**src/hw/rtl/fpp_pkg.sv**
```systemverilog
// Shared types, codes and helper functions of the four-phase pixel PWM block.
package fpp_pkg;

  // Number of groups that appear on the result beat.
  localparam int unsigned OutGroups = 3;
  // Highest duty in percent that the level stores keep.
  localparam logic [6:0] DutyCap = 7'd100;

  typedef enum logic [2:0] {
    MODE_TICK      = 3'd0,
    MODE_SET_GROUP = 3'd1,
    MODE_LOW_BEAM  = 3'd2,
    MODE_FOG       = 3'd3,
    MODE_ALL_OFF   = 3'd4
  } mode_e;

  typedef struct packed {
    logic [2:0]  mode;
    logic [1:0]  group_sel;
    logic [31:0] pixel_command;
    logic [7:0]  duty_request;
  } in_beat_t;

  typedef struct packed {
    logic [7:0] mask_group0;
    logic [7:0] mask_group1;
    logic [7:0] mask_group2;
    logic       enable_group0;
    logic       enable_group1;
    logic       enable_group2;
    logic [6:0] low_beam_level;
    logic [6:0] fog_level;
    logic [1:0] phase_used;
  } out_beat_t;

  // Saturates an 8-bit percent request at the duty cap.
  function automatic logic [6:0] clamp_duty(input logic [7:0] duty);
    logic [6:0] res;
    res = (duty > {1'b0, DutyCap}) ? DutyCap : duty[6:0];
    return res;
  endfunction

  // Pixels lit in a phase: the 100% set always, shorter duties drop out as
  // the frame advances.
  function automatic logic [7:0] phase_mask(input logic [31:0] sets, input logic [1:0] phase);
    logic [7:0] m;
    m = sets[31:24];
    if (phase <= 2'd2) m = m | sets[23:16];
    if (phase <= 2'd1) m = m | sets[15:8];
    if (phase == 2'd0) m = m | sets[7:0];
    return m;
  endfunction

endpackage

```
**src/hw/rtl/fpp_in_reg.sv**
```systemverilog
// Input register stage of the four-phase pixel PWM block.
module fpp_in_reg (
  input  logic              clk_i,
  input  logic              rst_ni,
  input  logic              valid_i,
  output logic              ready_o,
  input  fpp_pkg::in_beat_t data_i,
  input  logic              advance_i,
  output logic              valid_o,
  output fpp_pkg::in_beat_t data_o
);

  logic              valid_q, valid_d;
  fpp_pkg::in_beat_t data_q;

  // The stage takes a beat when empty or when its content moves on.
  assign ready_o = !valid_q || advance_i;

  always_comb begin
    valid_d = valid_q;
    if (ready_o) begin
      valid_d = valid_i;
    end
  end

  always_ff @(posedge clk_i or negedge rst_ni) begin
    if (!rst_ni) begin
      valid_q <= 1'b0;
    end else begin
      valid_q <= valid_d;
    end
  end

  always_ff @(posedge clk_i) begin
    if (ready_o && valid_i) begin
      data_q <= data_i;
    end
  end

  assign valid_o = valid_q;
  assign data_o  = data_q;

endmodule

```
**src/hw/rtl/fpp_core.sv**
```systemverilog
// Command stores, PWM phase logic and result register of the pixel PWM block.
module fpp_core #(
  parameter int unsigned GROUPS = 3
) (
  input  logic               clk_i,
  input  logic               rst_ni,
  input  logic               step_i,
  input  fpp_pkg::in_beat_t  item_i,
  output fpp_pkg::out_beat_t result_o
);

  logic [31:0] req_q     [GROUPS];
  logic [31:0] req_d     [GROUPS];
  logic [31:0] active_q  [GROUPS];
  logic [31:0] active_d  [GROUPS];
  logic [7:0]  mask_q    [GROUPS];
  logic [7:0]  mask_d    [GROUPS];
  logic [GROUPS-1:0] pending_q, pending_d;
  logic [GROUPS-1:0] en_q, en_d;
  logic [1:0]  phase_q, phase_d;
  logic [1:0]  last_q, last_d;
  logic [6:0]  low_q, low_d;
  logic [6:0]  fog_q, fog_d;
  fpp_pkg::out_beat_t res_q, res_d;

  logic [7:0] mask_vis [fpp_pkg::OutGroups];
  logic       en_vis   [fpp_pkg::OutGroups];

  always_comb begin
    req_d     = req_q;
    active_d  = active_q;
    mask_d    = mask_q;
    pending_d = pending_q;
    en_d      = en_q;
    phase_d   = phase_q;
    last_d    = last_q;
    low_d     = low_q;
    fog_d     = fog_q;
    if (step_i) begin
      case (item_i.mode)
        fpp_pkg::MODE_TICK: begin
          for (int g = 0; g < GROUPS; g++) begin
            if (phase_q == 2'd0 && pending_q[g]) begin
              active_d[g]  = req_q[g];
              pending_d[g] = 1'b0;
            end
            mask_d[g] = fpp_pkg::phase_mask(active_d[g], phase_q);
            en_d[g]   = (active_d[g] != 32'd0);
          end
          last_d  = phase_q;
          phase_d = phase_q + 2'd1;
        end
        fpp_pkg::MODE_SET_GROUP: begin
          // A group number beyond the configured count is ignored.
          for (int g = 0; g < GROUPS; g++) begin
            if (int'(item_i.group_sel) == g) begin
              req_d[g]     = item_i.pixel_command;
              pending_d[g] = 1'b1;
            end
          end
        end
        fpp_pkg::MODE_LOW_BEAM: begin
          low_d = fpp_pkg::clamp_duty(item_i.duty_request);
        end
        fpp_pkg::MODE_FOG: begin
          fog_d = fpp_pkg::clamp_duty(item_i.duty_request);
        end
        fpp_pkg::MODE_ALL_OFF: begin
          for (int g = 0; g < GROUPS; g++) begin
            req_d[g]    = 32'd0;
            active_d[g] = 32'd0;
            mask_d[g]   = 8'd0;
          end
          pending_d = '0;
          en_d      = '0;
          low_d     = 7'd0;
          fog_d     = 7'd0;
          phase_d   = 2'd0;
        end
        default: begin
        end
      endcase
    end
  end

  // Groups that the configuration does not have read as zero.
  for (genvar g = 0; g < fpp_pkg::OutGroups; g++) begin : g_vis
    if (g < GROUPS) begin : g_have
      assign mask_vis[g] = mask_d[g];
      assign en_vis[g]   = en_d[g];
    end else begin : g_none
      assign mask_vis[g] = 8'd0;
      assign en_vis[g]   = 1'b0;
    end
  end

  always_comb begin
    res_d.mask_group0    = mask_vis[0];
    res_d.mask_group1    = mask_vis[1];
    res_d.mask_group2    = mask_vis[2];
    res_d.enable_group0  = en_vis[0];
    res_d.enable_group1  = en_vis[1];
    res_d.enable_group2  = en_vis[2];
    res_d.low_beam_level = low_d;
    res_d.fog_level      = fog_d;
    res_d.phase_used     = last_d;
  end

  always_ff @(posedge clk_i or negedge rst_ni) begin
    if (!rst_ni) begin
      for (int g = 0; g < GROUPS; g++) begin
        req_q[g]    <= 32'd0;
        active_q[g] <= 32'd0;
        mask_q[g]   <= 8'd0;
      end
      pending_q <= '0;
      en_q      <= '0;
      phase_q   <= 2'd0;
      last_q    <= 2'd0;
      low_q     <= 7'd0;
      fog_q     <= 7'd0;
    end else begin
      req_q     <= req_d;
      active_q  <= active_d;
      mask_q    <= mask_d;
      pending_q <= pending_d;
      en_q      <= en_d;
      phase_q   <= phase_d;
      last_q    <= last_d;
      low_q     <= low_d;
      fog_q     <= fog_d;
    end
  end

  always_ff @(posedge clk_i) begin
    if (step_i) begin
      res_q <= res_d;
    end
  end

  assign result_o = res_q;

  a_all_off_clears: assert property (@(posedge clk_i) disable iff (!rst_ni)
    step_i && item_i.mode == fpp_pkg::MODE_ALL_OFF
    |=> phase_q == 2'd0 && pending_q == '0 && en_q == '0 && low_q == 7'd0 && fog_q == 7'd0)
    else $error("all-off command left state behind");

  a_tick_advances: assert property (@(posedge clk_i) disable iff (!rst_ni)
    step_i && item_i.mode == fpp_pkg::MODE_TICK
    |=> phase_q == $past(phase_q) + 2'd1 && last_q == $past(phase_q))
    else $error("tick did not advance the frame phase");

  a_frame_start_flush: assert property (@(posedge clk_i) disable iff (!rst_ni)
    step_i && item_i.mode == fpp_pkg::MODE_TICK && phase_q == 2'd0
    |=> pending_q == '0)
    else $error("pending command survived a frame start");

  a_levels_capped: assert property (@(posedge clk_i) disable iff (!rst_ni)
    low_q <= fpp_pkg::DutyCap && fog_q <= fpp_pkg::DutyCap)
    else $error("stored duty above cap");

endmodule

```
**src/hw/rtl/four_phase_pixel_pwm.sv**
```systemverilog
// Top level of the four-phase pixel PWM block with double-buffered group commands.
//
//   channel | direction | handshake              | payload
//   --------+-----------+------------------------+-----------------------------
//   in      | to block  | in_valid_i / in_ready_o | fpp_pkg::in_beat_t  in_data_i
//   out     | from block| out_valid_o/ out_ready_i| fpp_pkg::out_beat_t out_data_o
//
// Every accepted input beat yields exactly one result beat: it passes the input
// register, then goes through the state update into the result register. The
// block sustains one beat per cycle while the output is not stalled; its rate
// is set by the state update in the core. Reset (rst_ni, asynchronous, low)
// clears all command stores, flags, masks, levels and the phase counter.
// When the output is stalled, the result register and then the input register
// hold their beats, and in_ready_o drops once both are full.
module four_phase_pixel_pwm #(
  parameter int unsigned GROUPS = 3
) (
  input  logic               clk_i,
  input  logic               rst_ni,
  input  logic               in_valid_i,
  output logic               in_ready_o,
  input  fpp_pkg::in_beat_t  in_data_i,
  output logic               out_valid_o,
  input  logic               out_ready_i,
  output fpp_pkg::out_beat_t out_data_o
);

  logic              s1_valid;
  fpp_pkg::in_beat_t s1_data;
  logic              advance;
  logic              out_valid_q, out_valid_d;

  // A beat leaves the input register when the result register is free or
  // its current beat is being taken in this same cycle.
  assign advance = s1_valid && (!out_valid_q || out_ready_i);

  fpp_in_reg u_in_reg (
    .clk_i     (clk_i),
    .rst_ni    (rst_ni),
    .valid_i   (in_valid_i),
    .ready_o   (in_ready_o),
    .data_i    (in_data_i),
    .advance_i (advance),
    .valid_o   (s1_valid),
    .data_o    (s1_data)
  );

  // The core applies the beat to the state and captures the result.
  fpp_core #(
    .GROUPS (GROUPS)
  ) u_core (
    .clk_i    (clk_i),
    .rst_ni   (rst_ni),
    .step_i   (advance),
    .item_i   (s1_data),
    .result_o (out_data_o)
  );

  always_comb begin
    out_valid_d = out_valid_q;
    if (advance) begin
      out_valid_d = 1'b1;
    end else if (out_ready_i) begin
      out_valid_d = 1'b0;
    end
  end

  always_ff @(posedge clk_i or negedge rst_ni) begin
    if (!rst_ni) begin
      out_valid_q <= 1'b0;
    end else begin
      out_valid_q <= out_valid_d;
    end
  end

  assign out_valid_o = out_valid_q;

  a_result_follows_step: assert property (@(posedge clk_i) disable iff (!rst_ni)
    advance |=> out_valid_q)
    else $error("step taken without a result beat");

  a_no_overwrite: assert property (@(posedge clk_i) disable iff (!rst_ni)
    out_valid_q && !out_ready_i |-> !advance)
    else $error("pending result beat overwritten");

  a_stall_backpressure: assert property (@(posedge clk_i) disable iff (!rst_ni)
    s1_valid && out_valid_q && !out_ready_i |-> !in_ready_o)
    else $error("input taken while both stages are full");

endmodule
```
**config.mk**
```make
export PLATFORM = sky130hd
export DESIGN_NAME = four_phase_pixel_pwm
export DESIGN_NICKNAME = d
export VERILOG_FILES = /design/src/hw/rtl/fpp_pkg.sv /design/src/hw/rtl/fpp_in_reg.sv /design/src/hw/rtl/fpp_core.sv /design/src/hw/rtl/four_phase_pixel_pwm.sv
export SDC_FILE = /design/constraint.sdc
export NUM_CORES = 1
export LEC_CHECK = 0
export BUFFER_PORTS_ARGS = -buffer_cell sky130_fd_sc_hd__buf_2
export CORE_MARGIN = 3
export CORE_UTILIZATION = 50
export DETAILED_ROUTE_END_ITERATION = 8
export GPL_ROUTABILITY_DRIVEN = 0
export HOLD_SLACK_MARGIN = 0.06
export PLACE_DENSITY = 0.74
export SYNTH_ARGS = -nofsm -noshare
export SYNTH_HDL_FRONTEND = slang
export SYNTH_SLANG_ARGS = --single-unit
```
**constraint.sdc**
```tcl
create_clock -name clk_i -period 2.55 [get_ports clk_i]
set_input_delay 0 -clock clk_i [delete_from_list [all_inputs] [get_ports clk_i]]
set_output_delay 0 -clock clk_i [all_outputs]
set_load 0.01 [all_outputs]
```
# Word-level counts from Yosys, hierarchy flattened
# Index checks and enable logic that the tools add are counted.
[word_totals]
out_inout_bits = 45
mem_bits_ro = 0
n_memories = 0
input_bits = 49
mem_bits_rw = 0
reg_bits = 330
latch_bits = 0
[op_classes]
shifts = 0
n_bitwise = 9
muxes = 56
n_mul = 0
order_cmp = 3
addsub = 1
n_div = 0
reduce_logical = 26
n_eq_ne = 12
[op_table]
columns = ["operator", "count"]
rows = [
  ["32-bit 2-to-1 mux", 12],
  ["96-bit case mux with 2 select lines", 2],
  ["8-bit 2-to-1 mux", 21],
  ["32-bit nonzero test", 3],
  ["8-bit OR", 9],
  ["24-bit case mux with 2 select lines", 1],
  ["7-bit case mux with 2 select lines", 2],
  ["24-bit 2-to-1 mux", 1],
  ["7-bit 2-to-1 mux", 3],
  ["2-bit by 1-bit != test with 1-bit output, second input constant", 6],
  ["4-bit AND reduction", 3],
  ["3-bit case mux with 3 select lines", 1],
  ["3-bit AND reduction", 3],
  ["8-bit by 7-bit > comparator with 1-bit output, second input constant", 1],
  ["1-bit 2-to-1 mux", 8],
  ["3-bit by 2-bit equality test with 1-bit output, second input constant", 2],
  ["3-bit case mux with 2 select lines", 1],
  ["2-bit nonzero test", 3],
  ["1-bit logical AND", 5],
  ["2-bit equality test, second input constant", 2],
  ["2-bit zero test", 2],
  ["2-bit 2-to-1 mux", 2],
  ["2-bit case mux with 2 select lines", 1],
  ["3-bit by 1-bit equality test with 1-bit output, second input constant", 1],
  ["other kinds (10)", 12],
]

# Logic depth before layout (Yosys ltp)
[depth]
depth_word = 17
mapped_depth = 8
ltp_nobuf = 7

# Modules after synthesis
# Synthesis repeated with hierarchy kept, for this count alone.
[hier_totals]
hier_cells = 1047
hier_area_um2 = 13405.4
[modules_own_cells]
columns = ["mod", "instances", "cells_each", "area_per_inst_um2", "seq_area_each_um2"]
rows = [
  ["fpp_core", 1, 994, 11956.5, 7297.0],
  ["fpp_in_reg", 1, 49, 1405.1, 1376.3],
  ["four_phase_pixel_pwm", 1, 4, 43.8, 25.0],
]

# Least setup slack after synthesis
# OpenSTA, ideal clock, no wires.
[synth_timing]
path_type = "flip-flop to flip-flop"
start = "reg u_core.phase_q[1]"
end = "reg u_core.res_q (netlist bit u_core.result_o[37]) (data pin)"
path_stages_with_launch = 9
setup_time_ps = 260
setup_slack_ps = 227
period_less_slack_ps = 2323
arrival_ps = 2063
required_ps = 2290
cell_sequence = "dfrtp_1 -> inv_1 -> ha_1 -> clkbuf_1 -> nand2_1 -> clkbuf_1 -> o32ai_1 -> o221ai_1 -> a22o_1"
[synth_rtl]
columns = ["item", "line_no", "text"]
rows = [
  ["start: declaration", "fpp_core.sv:20", "logic [1:0] phase_q, phase_d;"],
  ["start signal: assignment", "fpp_core.sv:128", "phase_q <= phase_d;"],
  ["end signal: assignment", "fpp_core.sv:137", "res_q <= res_d;"],
  ["end: declaration", "fpp_core.sv:24", "fpp_pkg::out_beat_t res_q, res_d;"],
]

# Worst setup path in the final report
[layout_timing]
start = "reg out_valid_q (netlist: out_valid_o)"
end = "reg u_core.res_q (netlist bit u_core.result_o[10]) (data pin)"
[layout_between]
elab_chain_cells = 4
[layout_lines]
columns = ["item", "line_no", "text"]
rows = [
  ["start: declaration", "four_phase_pixel_pwm.sv:31", "logic out_valid_q, out_valid_d;"],
  ["start signal: assignment", "four_phase_pixel_pwm.sv:72", "out_valid_q <= out_valid_d;"],
  ["1-bit zero test", "four_phase_pixel_pwm.sv:35", "assign advance = s1_valid && (!out_valid_q || out_ready_i);"],
  ["1-bit logical OR", "four_phase_pixel_pwm.sv:35", ""],
  ["1-bit logical AND", "four_phase_pixel_pwm.sv:35", ""],
  ["7-bit 2-to-1 mux", "fpp_core.sv:39", "if (step_i) begin"],
  ["via u_core.low_d[1]", "fpp_core.sv:22", "logic [6:0] low_q, low_d;"],
]
# The timed path passes the listed nets, and every way through them passes these cells.
# A chain may end at the register's enable or synchronous reset.

==> impl_results.md <==
* Top_reg_cell synth: dfrtp_1
* Crit path launch: out_valid_o
* R2R Path End: u_core.result_o[10]
* Mean Syn Cell Area at 12.7 um^2
* Port-buffer cells at 93
* Max Freq at 0.408 GHz
* R2R depth at 5
* Clock buffer depth at 3
* Final ANT Viol Nets at 0
* DR WL/cell at 23.2 um
* Final setup vio count at 0
* CP max FO at 7
* Critical Path AT at 2710 ps
* Number of synthesized flops with an enable pin at 88
* Initial antenna violation count at 0
* CTS buffer count at 34
* Pleak at 7.25 nW
* Setup crit end: u_core.result_o[10]
* Worst reg2reg path startpoint: out_valid_o
* DRC viols at 0
* Hold Fails Final Rpt at 0
* Setup TNS at 0 ps
* Max VDD drop at 0.552 mV
* Slew margin rel. at 36.1%
* First-pass GRT wire length at 56000 um
* CP Data Required Time at 2810 ps
* Rows at 58
* Hpwl dp at 22900 um
* GRT overflow at 0
* Yosys reg bits at 330
* Max-slew violation count at 0
* Clock skew at 17.5 ps
* Post-Syn Instances at 1033
* Total track usage at 25.2%
* Status: finished clean
* Power Density at 914 mW/mm^2
* Post-layout net count at 1233
* Vias per cell at 6.23
* Largest net degree at the start of global routing at 87
* Placed cells at 1426
* Crit share post-route at 96.2%
* Via count at 9570
* Post-route minimum period at 2450 ps
* Top Ports at 94
* Unrepaired setup endpoints after global routing: false
* Cell Area, Synth at 0.0132 mm^2
* Diode count at 0
* Chip height at 168 um
* Synth Warn # at 0
* Die width at 168 um
* Syn nets at 1085
* Fraction of registers with async set/reset at 73.3%
* Layout cell share with drive strength beyond 1 at 15.7%
* Critical path class: reg -> reg
* Clk_lat worst skew at 510 ps
* Register area share after synthesis at 66.1%
* CTS tree: yes
* Hold crit path type: in -> async
* DRT Wirelength at 35600 um
* Max Cap Viol at 0
* Layout area overhead at 19.6%
* Root Buffer: clkbuf_16
* Die footprint at 0.0283 mm^2
* Fin util at 61.6%
* Reg clk slew, reported paths at 60 ps
* CP endpoint kind: flip-flop
* CTS H-tree lvls at 2
* CTS Sinks at 330
* Core area at 0.0255 mm^2
* Netlist cell types at 43
* Initial Utilization at 51.5%
* Setup bufs post-CTS at 0
* Number of global-route vias before repair at 9597
* Worst-Margin Slew at 951 ps
* Number of DRC markers in iteration 0 at 1202
* Tot Pwr at 0.0144 W
* Startpoint Class: flip-flop
* Reg2Reg Setup Slack at 100 ps
* Non-Filler Instances at 1537
* DRT Pass-1 Iters at 7
-- area by class of cell --
cell class                      count  area [um^2]
Inverter                            6         22.5
Tap cell                          330          413
Clock inverter                     14          140
Timing Repair Buffer              176         1300
Clock buffer                       48          987
Multi-Input combinational cell    633         4180
Fill cell                        1954         9810
Sequential cell                   330         8700
-- how the worst min path moves through the flow --
| stage | startpoint | to | slack [ps] | cells after the start |
|---|---|---|---|---|
| after detailed placement | rst_ni | u_core.req_q[22] | 40 | 1 |
| after global placement | rst_ni | u_core.req_q[22] | 40 | 1 |
| after floorplan | rst_ni | out_valid_o | -300 | 0 |
| after CTS | rst_ni | u_core.req_q[22] | 100 | 2 |
| final | rst_ni | u_core.req_q[22] | 60 | 2 |
| after global routing | rst_ni | u_core.req_q[22] | 130 | 2 |
-- per-stage QoR --
| stage | hold WS, ps | area (um^2) | setup slack, ps |
|---|---|---|---|
| 2_1_floorplan | -296 | 13200 | 227 |
| 3_3_place_gp | 39.8 | 14100 | 122 |
| 3_5_place_dp | 44.1 | 14100 | 113 |
| 4_1_cts | 102 | 15700 | 80.0 |
| 5_1_grt | 128 | 15700 | 58.0 |
| 6_report | 56.8 | 15700 | 97.8 |
-- metal layers --
| layer | global-route usage [%] | part of all wire, % | wire length (um) | up-vias |
|---|---|---|---|---|
| li1 | - | - | - | 4241 |
| met1 | 35.5 | 42 | 15100 | 4795 |
| met2 | 39.9 | 47 | 16800 | 469 |
| met3 | 5.10 | 7.8 | 2790 | 65 |
| met4 | 7.83 | 2.5 | 899 | 0 |
| met5 | 0 | 0 | 0 | - |
-- cell usage in the layout (no fill, tap or decap), types with 10 or more instances in the layout --
cell type and instances:
nand2_1 146, dfrtp_1 242, buf_2 92, o221ai_1 24, nor4_1 45, o21a_1 24, o32ai_1 19, edfxtp_1 88
mux2i_1 48, buf_4 28, clkbuf_16 37, o21ai_0 110, a22o_1 127, dlygate4sd3_1 49, nor2_1 14, nand4_1 11
nor3_1 10
-- state kept, by name (all words and copies together), names as in the netlist, 3 cells and up --
signal,cells
u_core.fog_q,7
u_core.low_q,7
u_in_reg.data_o,45
u_core.en_q,3
u_core.pending_q,3
u_core.active_q,96
u_core.mask_q,24
u_core.result_o,43
u_core.req_q,96
-- report_power, final --
| group | total [W] | leakage (nW) | internal [W] | switching [W] |
|---|---|---|---|---|
| registers | 0.00712 | 4.08 | 0.00630 | 0.000816 |
| clock network | 0.00502 | 0.549 | 0.00301 | 0.00202 |
| logic | 0.00224 | 2.63 | 0.000947 | 0.00129 |
| total | 0.0144 | 7.25 | 0.0103 | 0.00413 |
-- synth_stat cells, drive strengths merged, types with 11 or more instances --
cell,n,share of area [%]
nor4,45,2.1
a22o,127,8.5
clkbuf,47,1.3
o221ai,24,1.6
o21a,24,1.4
mux2i,48,3.7
o21ai,116,4.4
nand4,11,0.52
buf,17,1.1
o32ai,19,1.3
nor2,18,0.82
edfxtp,88,20
dfrtp,242,46
nand2,146,4.2
-- critical path: stages (launching register included) --
cell	delay, ps
dfrtp_1	400
nand2b_1	140
nand2_1	130
nor3_1	750
a21boi_1	410
a22o_1	370
-- cells by family after synthesis --
kind of cell,count (synthesis),share of synthesized area [%]
adder cells (fa/ha/maj),3,0.285
AND/OR/NAND/NOR,253,9.11
multiplexers,49,3.74
flip-flops,330,66.1
AO/OA/AOI/OAI,328,18.1
buffers and inverters,70,2.62
-- repair_timing --
item,4_1_cts,5_1_grt
hold buffers,49,0
hold endpoints to repair,237,0
endpoints found under the setup margin,0,10
gates resized for setup,0,4
Power figures use the tool's default switching activity.
